[src/rtl/core/ktsd_pkg.sv]
// Shared types, character codes and helper functions for the knob token
// stream decoder. No dependencies; imported by every module of the block.

package ktsd_pkg;

  // Default limit on bytes held for one token before it is discarded
  localparam int DEFAULT_MAX_PENDING = 256;

  // Character codes
  localparam logic [7:0] CH_SEMI  = 8'h3B;  // ';'
  localparam logic [7:0] CH_PLUS  = 8'h2B;  // '+'
  localparam logic [7:0] CH_ZERO  = 8'h30;  // '0'
  localparam logic [7:0] CH_NINE  = 8'h39;  // '9'
  localparam logic [7:0] CH_ONE   = 8'h31;  // '1'
  localparam logic [7:0] CH_THREE = 8'h33;  // '3'
  localparam logic [7:0] CH_U     = 8'h55;  // 'U'
  localparam logic [7:0] CH_D     = 8'h44;  // 'D'
  localparam logic [7:0] CH_X     = 8'h58;  // 'X'
  localparam logic [7:0] CH_S     = 8'h53;  // 'S'
  localparam logic [7:0] CH_C     = 8'h43;  // 'C'
  localparam logic [7:0] CH_L     = 8'h4C;  // 'L'
  localparam logic [7:0] CH_SPACE = 8'h20;
  localparam logic [7:0] CH_TAB   = 8'h09;
  localparam logic [7:0] CH_CR    = 8'h0D;

  // Event kinds
  localparam logic KIND_ROTATION = 1'b0;
  localparam logic KIND_BUTTON   = 1'b1;

  // Press codes
  localparam logic [1:0] PRESS_SHORT = 2'd0;
  localparam logic [1:0] PRESS_CLICK = 2'd1;
  localparam logic [1:0] PRESS_LONG  = 2'd2;
  localparam logic [1:0] PRESS_NONE  = 2'd3;

  // Largest detent count accepted from the count text
  localparam logic [34:0] TICK_LIMIT = 35'h0_7FFF_FFFF;

  // Count parser result: value is meaningful only when ok is set
  typedef struct packed {
    logic        ok;
    logic [30:0] value;
  } ktsd_count_t;

  // One decoded event
  typedef struct packed {
    logic               kind;
    logic signed [31:0] ticks;
    logic [1:0]         button;
    logic [1:0]         press;
  } ktsd_event_t;

  // ASCII whitespace: space, tab, LF, VT, FF, CR
  function automatic logic is_blank(input logic [7:0] c);
    return (c == CH_SPACE) || ((c >= CH_TAB) && (c <= CH_CR));
  endfunction

  // Map a press letter to its code
  function automatic logic [1:0] press_code(input logic [7:0] c);
    logic [1:0] p;
    p = PRESS_NONE;
    if (c == CH_S) p = PRESS_SHORT;
    else if (c == CH_C) p = PRESS_CLICK;
    else if (c == CH_L) p = PRESS_LONG;
    return p;
  endfunction

endpackage

[src/rtl/core/knob_token_stream_decoder.sv]
// Top level of the knob token stream decoder: input register, token
// tracker and result register. Depends on ktsd_pkg and ktsd_token_tracker.
//
// Usage:
//   Bytes enter on rx_valid / rx_ready / rx_byte, one transaction per byte.
//   Tokens end at ';' and are trimmed of ASCII whitespace. A token that
//   decodes to a rotation or button press gives one event transaction on
//   event_valid / event_ready with event_kind, ticks, button_number and
//   press_type; any other byte gives no transaction.
//   An event is presented once its ';' has passed through the input register
//   and then the result register; a stall of the receiver can hold the ';'
//   in the input register.
//   Throughput: one byte per cycle while the receiver keeps up; the rate is
//   set by the token state update between the two registers.
//   When the receiver stalls, the held event waits in the result register
//   and the input register still takes a byte; rx_ready then drops until
//   the event is taken.
//   Reset (rst, synchronous) empties both registers and clears the token
//   state. Tokens longer than MAX_PENDING bytes are discarded.

module knob_token_stream_decoder
  import ktsd_pkg::*;
#(
  parameter int MAX_PENDING = DEFAULT_MAX_PENDING
) (
  input  logic               clk,
  input  logic               rst,
  input  logic               rx_valid,
  output logic               rx_ready,
  input  logic [7:0]         rx_byte,
  output logic               event_valid,
  input  logic               event_ready,
  output logic               event_kind,
  output logic signed [31:0] ticks,
  output logic [1:0]         button_number,
  output logic [1:0]         press_type
);

  logic        hold_valid;
  logic [7:0]  hold_byte;
  logic        advance;
  logic        fire;
  logic        hit;
  ktsd_event_t decoded;

  assign advance  = !event_valid || event_ready;
  assign rx_ready = !hold_valid || advance;
  assign fire     = hold_valid && advance;

  // Capture the incoming transaction
  always_ff @(posedge clk) begin
    if (rst) begin
      hold_valid <= 1'b0;
    end else if (rx_ready) begin
      hold_valid <= rx_valid;
    end
  end

  always_ff @(posedge clk) begin
    if (rx_ready && rx_valid) hold_byte <= rx_byte;
  end

  ktsd_token_tracker #(
    .MAX_PENDING (MAX_PENDING)
  ) u_tracker (
    .clk       (clk),
    .rst       (rst),
    .step      (fire),
    .rx_byte   (hold_byte),
    .hit       (hit),
    .event_out (decoded)
  );

  // Hold the result until the receiver takes it
  always_ff @(posedge clk) begin
    if (rst) begin
      event_valid <= 1'b0;
    end else if (advance) begin
      event_valid <= fire && hit;
    end
  end

  always_ff @(posedge clk) begin
    if (fire && hit) begin
      event_kind    <= decoded.kind;
      ticks         <= decoded.ticks;
      button_number <= decoded.button;
      press_type    <= decoded.press;
    end
  end

endmodule

[src/rtl/core/ktsd_count_parser.sv]
// Decimal count parser for rotation tokens: optional blanks, '+', digits,
// blanks. Holds the phase and the running value. Depends on ktsd_pkg.

module ktsd_count_parser
  import ktsd_pkg::*;
(
  input  logic        clk,
  input  logic        rst,
  input  logic        clear,
  input  logic        step,
  input  logic [7:0]  rx_byte,
  output ktsd_count_t count
);

  localparam logic [2:0] PH_WAIT   = 3'd0;
  localparam logic [2:0] PH_SIGN   = 3'd1;
  localparam logic [2:0] PH_DIGITS = 3'd2;
  localparam logic [2:0] PH_TAIL   = 3'd3;
  localparam logic [2:0] PH_BAD    = 3'd4;

  logic [2:0]  phase, phase_next;
  logic [30:0] acc, acc_next;
  logic [34:0] scaled;
  logic        is_digit;

  assign is_digit = (rx_byte >= CH_ZERO) && (rx_byte <= CH_NINE);

  // Form acc * 10 + digit by shifts and adds
  assign scaled = {1'b0, acc, 3'b000} + {3'b000, acc, 1'b0}
                + {31'd0, 4'(rx_byte - CH_ZERO)};

  // Advance the parser by one byte
  always_comb begin
    phase_next = phase;
    acc_next   = acc;
    if (is_blank(rx_byte)) begin
      unique case (phase)
        PH_SIGN:   phase_next = PH_BAD;
        PH_DIGITS: phase_next = PH_TAIL;
        default:   phase_next = phase;
      endcase
    end else if (rx_byte == CH_PLUS) begin
      phase_next = (phase == PH_WAIT) ? PH_SIGN : PH_BAD;
    end else if (is_digit) begin
      unique case (phase) inside
        PH_WAIT, PH_SIGN, PH_DIGITS: begin
          if (scaled > TICK_LIMIT) begin
            phase_next = PH_BAD;
          end else begin
            phase_next = PH_DIGITS;
            acc_next   = scaled[30:0];
          end
        end
        default: phase_next = PH_BAD;
      endcase
    end else begin
      phase_next = PH_BAD;
    end
  end

  // Hold or clear the parser state
  always_ff @(posedge clk) begin
    if (rst || clear) begin
      phase <= PH_WAIT;
      acc   <= '0;
    end else if (step) begin
      phase <= phase_next;
      acc   <= acc_next;
    end
  end

  // A usable count needs digits and a non-zero value
  assign count.ok    = ((phase == PH_DIGITS) || (phase == PH_TAIL)) && (acc != '0);
  assign count.value = acc;

endmodule

[src/rtl/core/ktsd_token_tracker.sv]
// Token state for the decoder: trimming, kept characters, overlong discard
// and the decode at each ';'. Depends on ktsd_pkg and ktsd_count_parser.

module ktsd_token_tracker
  import ktsd_pkg::*;
#(
  parameter int MAX_PENDING = DEFAULT_MAX_PENDING
) (
  input  logic        clk,
  input  logic        rst,
  input  logic        step,
  input  logic [7:0]  rx_byte,
  output logic        hit,
  output ktsd_event_t event_out
);

  localparam int CNT_W = $clog2(MAX_PENDING + 1);

  logic [CNT_W-1:0] pending_count;
  logic             content_started;
  logic [7:0]       lead_char;
  logic [7:0]       second_char;
  logic [7:0]       third_char;
  logic [CNT_W-1:0] content_length;
  logic [CNT_W-1:0] trailing_space_run;

  logic             is_semi;
  logic             blank;
  logic             overflow;
  logic             clear;
  logic             lead_ud;
  logic [CNT_W-1:0] pos;
  ktsd_count_t      count;
  logic [31:0]      magnitude;
  logic [1:0]       third_press;
  logic [1:0]       lead_press;

  assign is_semi  = (rx_byte == CH_SEMI);
  assign blank    = is_blank(rx_byte);
  assign overflow = (pending_count == CNT_W'(MAX_PENDING));
  assign clear    = step && (is_semi || overflow);
  assign lead_ud  = (lead_char == CH_U) || (lead_char == CH_D);
  assign pos      = content_length + trailing_space_run;

  ktsd_count_parser u_count (
    .clk     (clk),
    .rst     (rst),
    .clear   (clear),
    .step    (step && !is_semi && content_started && lead_ud),
    .rx_byte (rx_byte),
    .count   (count)
  );

  // Track trimmed content and the first three characters
  always_ff @(posedge clk) begin
    if (rst || clear) begin
      pending_count      <= '0;
      content_started    <= 1'b0;
      lead_char          <= '0;
      second_char        <= '0;
      third_char         <= '0;
      content_length     <= '0;
      trailing_space_run <= '0;
    end else if (step) begin
      pending_count <= pending_count + CNT_W'(1);
      if (content_started) begin
        if (pos == CNT_W'(1)) second_char <= rx_byte;
        if (pos == CNT_W'(2)) third_char <= rx_byte;
        if (blank) begin
          trailing_space_run <= trailing_space_run + CNT_W'(1);
        end else begin
          content_length     <= pos + CNT_W'(1);
          trailing_space_run <= '0;
        end
      end else if (!blank) begin
        content_started    <= 1'b1;
        lead_char          <= rx_byte;
        content_length     <= CNT_W'(1);
        trailing_space_run <= '0;
      end
    end
  end

  assign magnitude   = count.ok ? {1'b0, count.value} : 32'd1;
  assign third_press = press_code(third_char);
  assign lead_press  = press_code(lead_char);

  // Decode the finished token when its ';' arrives
  always_comb begin
    hit              = 1'b0;
    event_out.kind   = KIND_ROTATION;
    event_out.ticks  = '0;
    event_out.button = '0;
    event_out.press  = PRESS_SHORT;
    if (content_started) begin
      if (lead_ud) begin
        hit             = 1'b1;
        event_out.ticks = (lead_char == CH_U) ? $signed(magnitude) : -$signed(magnitude);
      end else if ((lead_char == CH_X) && (content_length >= CNT_W'(3))) begin
        if ((second_char >= CH_ONE) && (second_char <= CH_THREE)
            && (third_press != PRESS_NONE)) begin
          hit              = 1'b1;
          event_out.kind   = KIND_BUTTON;
          event_out.button = 2'(second_char - CH_ZERO);
          event_out.press  = third_press;
        end
      end else if ((content_length == CNT_W'(1)) && (lead_press != PRESS_NONE)) begin
        hit             = 1'b1;
        event_out.kind  = KIND_BUTTON;
        event_out.press = lead_press;
      end
    end
    hit = hit && is_semi;
  end

endmodule

[config.mk]
export PLATFORM = sky130hd
export DESIGN_NAME = knob_token_stream_decoder
export DESIGN_NICKNAME = d
export VERILOG_FILES = /design/src/rtl/core/ktsd_pkg.sv /design/src/rtl/core/knob_token_stream_decoder.sv /design/src/rtl/core/ktsd_count_parser.sv /design/src/rtl/core/ktsd_token_tracker.sv
export SDC_FILE = /design/constraint.sdc
export NUM_CORES = 1
export LEC_CHECK = 0
export ABC_AREA = 1
export BUFFER_PORTS_ARGS = -buffer_cell sky130_fd_sc_hd__buf_2
export CAP_MARGIN = 20
export CORE_MARGIN = 2
export CORE_UTILIZATION = 60
export DETAILED_ROUTE_END_ITERATION = 12
export PLACE_DENSITY = 0.78
export SYNTH_ARGS = -nofsm -noshare
export SYNTH_HDL_FRONTEND = slang
export SYNTH_SLANG_ARGS = --single-unit
[constraint.sdc]
create_clock -name clk -period 4.15 [get_ports clk]
set_input_delay 0.415 -clock clk [delete_from_list [all_inputs] [get_ports clk]]
set_output_delay 0.415 -clock clk [all_outputs]
set_load 0.01 [all_outputs]
==> results of run 1 <==
==> report_power, final <==
group / total [mW] / leakage, nW / internal [mW] / switching (mW)
clock network: 1.44 / 0.280 / 0.844 / 0.591
logic: 0.0890 / 3.55 / 0.0260 / 0.0631
registers: 1.37 / 1.06 / 1.35 / 0.0163
total: 2.89 / 4.89 / 2.22 / 0.670
==> final timing paths <==
check | startpoint | cells past startpoint | to | slack [ns]
min reg2reg | u_tracker.content_length[7] | 2 | u_tracker.content_length[7] | 0.48
min | rx_byte[4] | 1 | hold_byte[4] | 0.17
max | hold_byte[3] | 19 | u_tracker.u_count.acc[11] | 0.60
max reg2reg | hold_byte[3] | 19 | u_tracker.u_count.acc[11] | 0.60
==> layout make-up <==
class / count / area (sq um)
repair buffers: 56 / 308
clock inverters: 11 / 90.1
clock buffers: 21 / 483
flip-flops and latches: 133 / 3110
fillers: 1365 / 4840
multi-input cells: 1039 / 5490
inverters: 179 / 672
well taps: 211 / 264
==> per-stage QoR <==
step / std cells / power (mW) / setup WS [ns]
final: 1650 / 2.89 / 0.598
after global routing: 1650 / 2.98 / 0.219
after CTS: 1650 / 2.91 / 0.610
after detailed placement: 1618 / 1.49 / 0.619
after global placement: 1618 / 1.48 / 0.773
after floorplan: 1380 / 1.46 / 1.19
==> kinds of logic after synthesis <==
group | synth area share
xor gates and xnor gates | 0.0316
AOI/OAI and AO/OA | 0.131
adders and majority gates | 0.107
buffers and inverters | 0.0867
DFF | 0.331
and+or+nand+nor | 0.312
==> per-layer routing <==
metal,global-route usage,part of all wire,vias up
met5,0,0,-
met4,0.0767,0.017,0
met3,0.0475,0.065,34
met2,0.451,0.44,333
met1,0.407,0.48,4016
li1,-,-,4596
==> worst max-delay path, cell delays in order, from the launching register on <==
cell and delay (ns):
edfxtp_1 0.46, inv_1 0.09, fa_1 0.54, fa_1 0.48, nor2_1 0.13, nand2_1 0.07, nand2_2 0.10, nand2_1 0.06
nand2_1 0.11, nand3_1 0.10, nand2_2 0.12, nand2_1 0.08, nand3_1 0.08, nand3_1 0.14, inv_2 0.08, nand3_2 0.31
buf_12 0.31, nand2_1 0.07, nand2_1 0.05, nor2_1 0.11
==> flip-flops by register name, indices dropped and copies added, names as in the netlist <==
register and flops:
event_kind 1, ticks 32, event_valid 1, u_tracker.second_char 8, u_tracker.pending_count 9, u_tracker.trailing_space_run 9
u_tracker.content_started 1, button_number 2, u_tracker.lead_char 8, hold_byte 8, hold_valid 1, u_tracker.content_length 9
press_type 2, u_tracker.u_count.acc 31, u_tracker.u_count.phase 3, u_tracker.third_char 8
==> cells in the mapped netlist (8+ instances only) <==
cell,number,area [sq um]
nor2_1,236,886
clkbuf_1,11,41.3
nand3_1,70,350
nor2_2,8,50.1
inv_1,172,646
edfxtp_1,45,1350
a21oi_1,102,510
nand4_1,12,75.1
xor2_1,19,166
nor4_1,8,50.1
nor3_1,22,110
nand2_1,309,1160
o21ai_0,71,355
nand2_2,19,119
xnor2_1,15,131
dfxtp_1,88,1760
buf_2,13,65.1
ha_1,76,951
==> flow_summary.ini, run 1 <==
[status]
outcome = finished, final reports clean

[floorplanning]
core-area_sq_um = 15300
ioPinCount = 51
die_w_um = 129
die_h_um = 129
dieArea_sq_um = 16700
rows = 45
start_util = 0.617

[logic_synthesis]
synth_cell_types = 49
ys_warn_count = 0
syn-instance-count = 1380
ys_seq_elements = 133
netlist_area_sq_um = 9410
synth_edf_count = 45
ys_seq_area_frac = 0.331
synth_nets = 1471
synth-async-reset-ratio = 0
syn_avg_cell_area_sq_um = 6.82
ys.flop_type = dfxtp_1

[route]
viasPerCell = 5.44
drt_iter0_drc = 867
drc = 0
drt_pass1_iterations = 6
routedWlPerCell_um = 13.9
wl_mm = 22.9
vias = 8979
ant_nets = 0

[clock_network]
clock_latency_ns = 0.42
cts_resized = 0
clockBufferDepth = 2
root_buffer = clkbuf_16
cts_buffers = 17
tritoncts = built
postCtsSetupBuffers = 0
htreeDepth = 4
cts_sinks = 133
clk_pin_slew_ns = 0.06
ctsHoldBuffers = 0

[timing]
whs_ns = 0.165
fmax_mhz = 282
setup_viol = 0
slew_viol_final = 0
maxSlewHeadroom = 0.556
fin_setup_tns_ns = 0
hold_viol = 0
skew_ns = 0.00734
rsz0062_at_grt = false
max_slew.worst_pin.slew_ns = 0.665
post-route-period-util = 0.856
min_period_ns = 3.55

[finish]
final_common_cell = nand2_1
nets = 1517
drive_gt1_frac = 0.0924
final_cell_mix = nand2_1, nor2_1, inv_1
final_cell_area_sq_um = 10400
syn_to_final_growth_pct = 10.6
post-route-util = 0.683
diodes = 0

[setup_path]
cp.required_ns = 4.51
crit_fanout = 32
setup.worst_path.class = reg2reg
critical_path_arrival_ns = 3.91
startpoint_type = flip-flop
endpoint_kind = flip-flop

[pwr]
worst_ir_drop_vdd_mv = 0.320
powerDensity_nw_per_um2 = 278
p_leak_nw = 4.89

[placement]
hpwl_mm = 17.3
placedInstanceArea_sq_um = 9840
port_buffers = 50
gp_congestion = 0.887

[worst_hold_path]
worst_hold_path_type = in2reg

[grt]
grt_usage = 0.286
grt_pass1_wl_mm = 38.3
grt_max_degree = 61
antenna_found_initial = 0
grt_overflow = 0
grt_pass1_vias = 8114

[job]
drv_cap = 0
Power figures use the tool's default switching activity.
==> inputs of run 2 (changes only) <==
--- a/config.mk
+++ b/config.mk
@@ -8,6 +8,7 @@
 export ABC_AREA = 1
 export BUFFER_PORTS_ARGS = -buffer_cell sky130_fd_sc_hd__buf_2
 export CAP_MARGIN = 20
+export CORE_ASPECT_RATIO = 1.25
 export CORE_MARGIN = 2
 export CORE_UTILIZATION = 60
 export DETAILED_ROUTE_END_ITERATION = 12
==> run 2 against run 1 <==
Effect of this change: die area about the same; wire length up 2.4%; maximum frequency up 2.6%; power down 1.8%; worst hold slack worse by 0.0011 ns; critical path type unchanged; critical endpoint is now u_tracker.u_count.acc[3].
==> flow_summary.ini, run 2 (synthesis gave the netlist of run 1 again) <==
[status]
outcome = finished, final reports clean

[setup_path]
critical_path_arrival_ns = 3.77
startpoint_type = flip-flop
crit_fanout = 15
cp_cell_sequence = inv_1 > fa_1 > fa_1 > nor2_1 > nand2_1 > nand2_2 > nand2_1 > nand2_1 > nand3_1 > nand2_2 > nand2_1 > nand3_1 > nand3_1 > nor2_2 > nand3_1 > nand2_1 > nor2_1
crit_top_cell = nand2_1
endpoint_kind = flip-flop
reg2reg_slack_ns = 0.69
reg2reg_depth = 17
cp.required_ns = 4.46
slowest_delay_ns = 0.54
slowest_stage = nor2_2
setup.worst_path.class = reg2reg

[timing]
fmax_mhz = 289
hold_viol = 0
max_slew.worst_pin.slew_ns = 0.629
fin_setup_tns_ns = 0
skew_ns = 0.0135
setup_ws_ns = 0.689
slew_viol_final = 0
post-route-period-util = 0.834
min_period_ns = 3.46
setup_viol = 0
maxSlewHeadroom = 0.580
rsz0062_at_grt = false

[route]
wl_mm = 23.5
viasPerCell = 5.45
drt_iter0_drc = 659
routedWlPerCell_um = 14.2
drc = 0
vias = 9010
ant_nets = 0
drt_pass1_iterations = 6

[pwr]
worst_ir_drop_vdd_mv = 0.253
powerDensity_nw_per_um2 = 274
p_total_mw = 2.84
p_leak_nw = 4.87

[clock_network]
root_buffer = clkbuf_16
htreeDepth = 4
clk_pin_slew_ns = 0.06
cts_sinks = 133
cts_resized = 0
cts_buffers = 17
clockBufferDepth = 2
postCtsSetupBuffers = 0
ctsHoldBuffers = 0
tritoncts = built
clock_latency_ns = 0.43

[finish]
largest_reg_flops = 32
final_common_cell = nand2_1
nets = 1519
post-route-util = 0.673
syn_to_final_growth_pct = 10.4
top_regs = ticks: 32 flops, u_tracker.u_count.acc: 31 flops
diodes = 0
drive_gt1_frac = 0.0937
nFillCells = 1398
top_register = ticks
stdcell_count = 1653
final_cell_mix = nand2_1, nor2_1, inv_1

[floorplanning]
start_util = 0.610
die_h_um = 144
ioPinCount = 51
rows = 51
dieArea_sq_um = 16700
core-area_sq_um = 15400
die_w_um = 116

[grt]
grt_pass1_wl_mm = 38.2
grt_overflow = 0
grt_pass1_vias = 8464
antenna_found_initial = 0
grt_usage = 0.288
grt_max_degree = 61

[placement]
port_buffers = 50
hpwl_mm = 17.7
place_ws_ns = 0.752
place_inst = 1620
gp_congestion = 0.938

[worst_hold_path]
hold_depth = 1
worst_hold_path_type = in2reg

[job]
drv_cap = 0
[run 2: final timing paths]
| check | from | end |
|---|---|---|
| min reg2reg | u_tracker.lead_char[6] | u_tracker.lead_char[6] |
| max reg2reg | hold_byte[3] | u_tracker.u_count.acc[3] |
| max | hold_byte[3] | u_tracker.u_count.acc[3] |
| min | rx_byte[5] | hold_byte[5] |
[run 2: power breakdown]
part           internal (mW)  leakage, nW  switching [mW]
Combinational         0.0267         3.55          0.0625
Sequential              1.35         1.06          0.0164
Clock                  0.785        0.260           0.598
Total                   2.17         4.87           0.677
[run 2: layout make-up]
cell class | count | area, sq um | area share
timing repair buffer | 58 | 310 | 0.0299
inverter | 179 | 672 | 0.0647
tap | 212 | 265 | 0.0255
multi-input combinational | 1039 | 5490 | 0.528
sequential | 133 | 3110 | 0.300
clock buffer | 19 | 443 | 0.0426
clock inverter | 13 | 100 | 0.00964
[run 2: critical path: cells and delay by family (launching register included)]
kind          cells  cell delay (ns)
flops             1             0.46
buf+inv           1             0.09
fa+ha+maj         2             1.00
simple gates     14             1.79
[run 2: routing by layer]
metal  up-vias  part of all wire  GRT usage
met1      4126              0.39      0.313
met5         -                 0          0
met3        76             0.032     0.0436
li1       4600                 -          -
met2       208              0.53      0.540
met4         0             0.044      0.139
[run 2: stage by stage]
stage          area [sq um]  hold WS [ns]
6_report              10400         0.164
3_5_place_dp           9840         0.467
4_1_cts               10400         0.163
2_1_floorplan          9410         0.447
3_3_place_gp           9840         0.464
5_1_grt               10400         0.161
==> inputs of run 3 (changes only) <==
==> constraint.sdc (replaced) <==
create_clock -name clk -period 3.5 [get_ports clk]
set_input_delay 0.35 -clock clk [delete_from_list [all_inputs] [get_ports clk]]
set_output_delay 0.35 -clock clk [all_outputs]
set_load 0.01 [all_outputs]
==> run 3 against run 2 <==
Effect of this change: first-iteration DRC count decreased by 20%; die area unchanged; worst hold slack got worse by 0.069 ns; core utilization increased by 0.19 points; wire length decreased by 0.76%; power increased by 20%; non-clock buffer count increased by 2; sequential share of layout area decreased by 0.083 points; maximum frequency increased by 10%; register-to-register slack got worse by 0.33 ns.
==> flow_summary.ini, run 3 (synthesis gave the netlist of run 1 again) <==
[status]
outcome = finished, final reports clean

[setup_path]
setup.worst_path.class = reg2reg
cp_cell_sequence = ha_1 > ha_1 > inv_1 > fa_1 > nor2_1 > nand2_1 > nand2_2 > nand2_1 > nand2_1 > nand3_1 > nand2_2 > nand2_1 > nand2_1 > nand2_1 > nand3_1 > nor2_4 > nand3_2 > buf_12 > nand2_1 > nand2_1 > nor2_1
endpoint_kind = flip-flop
cp.required_ns = 3.82
crit_top_cell = nand2_1
slowest_stage = edfxtp_1
critPathTopFamily = simple AND/OR/NAND/NOR gates
startpoint_type = flip-flop
reg2reg_depth = 21
critical_path_arrival_ns = 3.46
cp.depth = 21
slowest_delay_ns = 0.49
crit_fanout = 48
crit_buf_inv = 2

[route]
wl_mm = 23.3
drt_pass1_iterations = 5
viasPerCell = 5.42
vias = 8966
ant_nets = 0
drt_iter0_drc = 528
drc = 0
routedWlPerCell_um = 14.1

[clock_network]
clk_pin_slew_ns = 0.06
ctsHoldBuffers = 0
clockBufferDepth = 2
htreeDepth = 4
cts_sinks = 133
clock_latency_ns = 0.43
postCtsSetupBuffers = 0
cts_buffers = 17
root_buffer = clkbuf_16
tritoncts = built
cts_resized = 0

[grt]
grt_pass1_vias = 8212
antenna_found_initial = 0
grt_pass1_wl_mm = 37.9
grt_overflow = 0
grt_max_degree = 61
grt_usage = 0.286

[timing]
setup_viol = 0
min_period_ns = 3.14
max_slew.worst_pin.slew_ns = 0.632
fin_setup_tns_ns = 0
rsz0062_at_grt = false
hold_viol = 0
fmax_mhz = 318
post-route-period-util = 0.898
skew_ns = 0.00960
maxSlewHeadroom = 0.578
slew_viol_final = 0

[floorplanning]
rows = 51
start_util = 0.610
die_w_um = 116
ioPinCount = 51
dieArea_sq_um = 16700
core-area_sq_um = 15400
die_h_um = 144

[pwr]
worst_ir_drop_vdd_mv = 0.347
p_leak_nw = 4.90
powerDensity_nw_per_um2 = 327

[placement]
hpwl_mm = 17.6
placedInstanceArea_sq_um = 9870
gp_congestion = 0.933
port_buffers = 50

[worst_hold_path]
hold_depth = 1
worst_hold_path_type = in2reg

[finish]
top_register = ticks
syn_to_final_growth_pct = 10.7
largest_reg_flops = 32
post-route-util = 0.675
top_regs = ticks: 32 flops, u_tracker.u_count.acc: 31 flops
final_common_cell = nand2_1
nets = 1521
final_cell_mix = nand2_1, nor2_1, inv_1
final_cell_area_sq_um = 10400
diodes = 0
drive_gt1_frac = 0.0956

[job]
drv_cap = 0
[run 3: final cells by class]
cell class / count / area (sq um)
repair buffers: 60 / 338
fillers: 1416 / 5020
clock buffers: 17 / 425
clock inverters: 15 / 119
flip-flops and latches: 133 / 3110
well taps: 212 / 265
inverters: 179 / 672
multi-input cells: 1039 / 5490
[run 3: worst reg2reg max path, stage by stage, from the launching register on]
cell	delay, ns
edfxtp_1	0.49
ha_1	0.34
ha_1	0.16
inv_1	0.05
fa_1	0.40
nor2_1	0.12
nand2_1	0.07
nand2_2	0.10
nand2_1	0.06
nand2_1	0.11
nand3_1	0.10
nand2_2	0.12
nand2_1	0.09
nand2_1	0.07
nand2_1	0.06
nand3_1	0.11
nor2_4	0.04
nand3_2	0.09
buf_12	0.23
nand2_1	0.14
nand2_1	0.07
nor2_1	0.04
[run 3: stage by stage]
step / hold slack [ns] / total power, mW / std cells / setup WS, ns
final: 0.0954 / 3.41 / 1655 / 0.356
after CTS: 0.0868 / 3.42 / 1655 / 0.384
after global placement: 0.462 / 1.76 / 1623 / 0.463
after global routing: 0.0801 / 3.50 / 1655 / 0.0841
after detailed placement: 0.469 / 1.76 / 1623 / 0.412
after floorplan: 0.419 / 1.73 / 1380 / 0.541
[run 3: final timing paths]
check	startpoint	endpoint	slack (ns)
max	hold_byte[2]	u_tracker.u_count.acc[12]	0.36
min	rx_byte[2]	hold_byte[2]	0.1
max reg2reg	hold_byte[2]	u_tracker.u_count.acc[12]	0.36
min reg2reg	u_tracker.lead_char[6]	u_tracker.lead_char[6]	0.47
[run 3: routing by layer]
metal,global-route usage,up-vias,part of all wire
met2,0.522,241,0.52
met3,0.0511,80,0.038
met1,0.318,4051,0.40
met4,0.137,0,0.042
li1,-,4594,-
met5,0,-,0
[run 3: report_power, final]
part / switching, mW / total, mW / internal, mW
registers: 0.0178 / 1.62 / 1.61
logic: 0.0758 / 0.107 / 0.0314
clock network: 0.755 / 1.68 / 0.923
total: 0.849 / 3.41 / 2.56
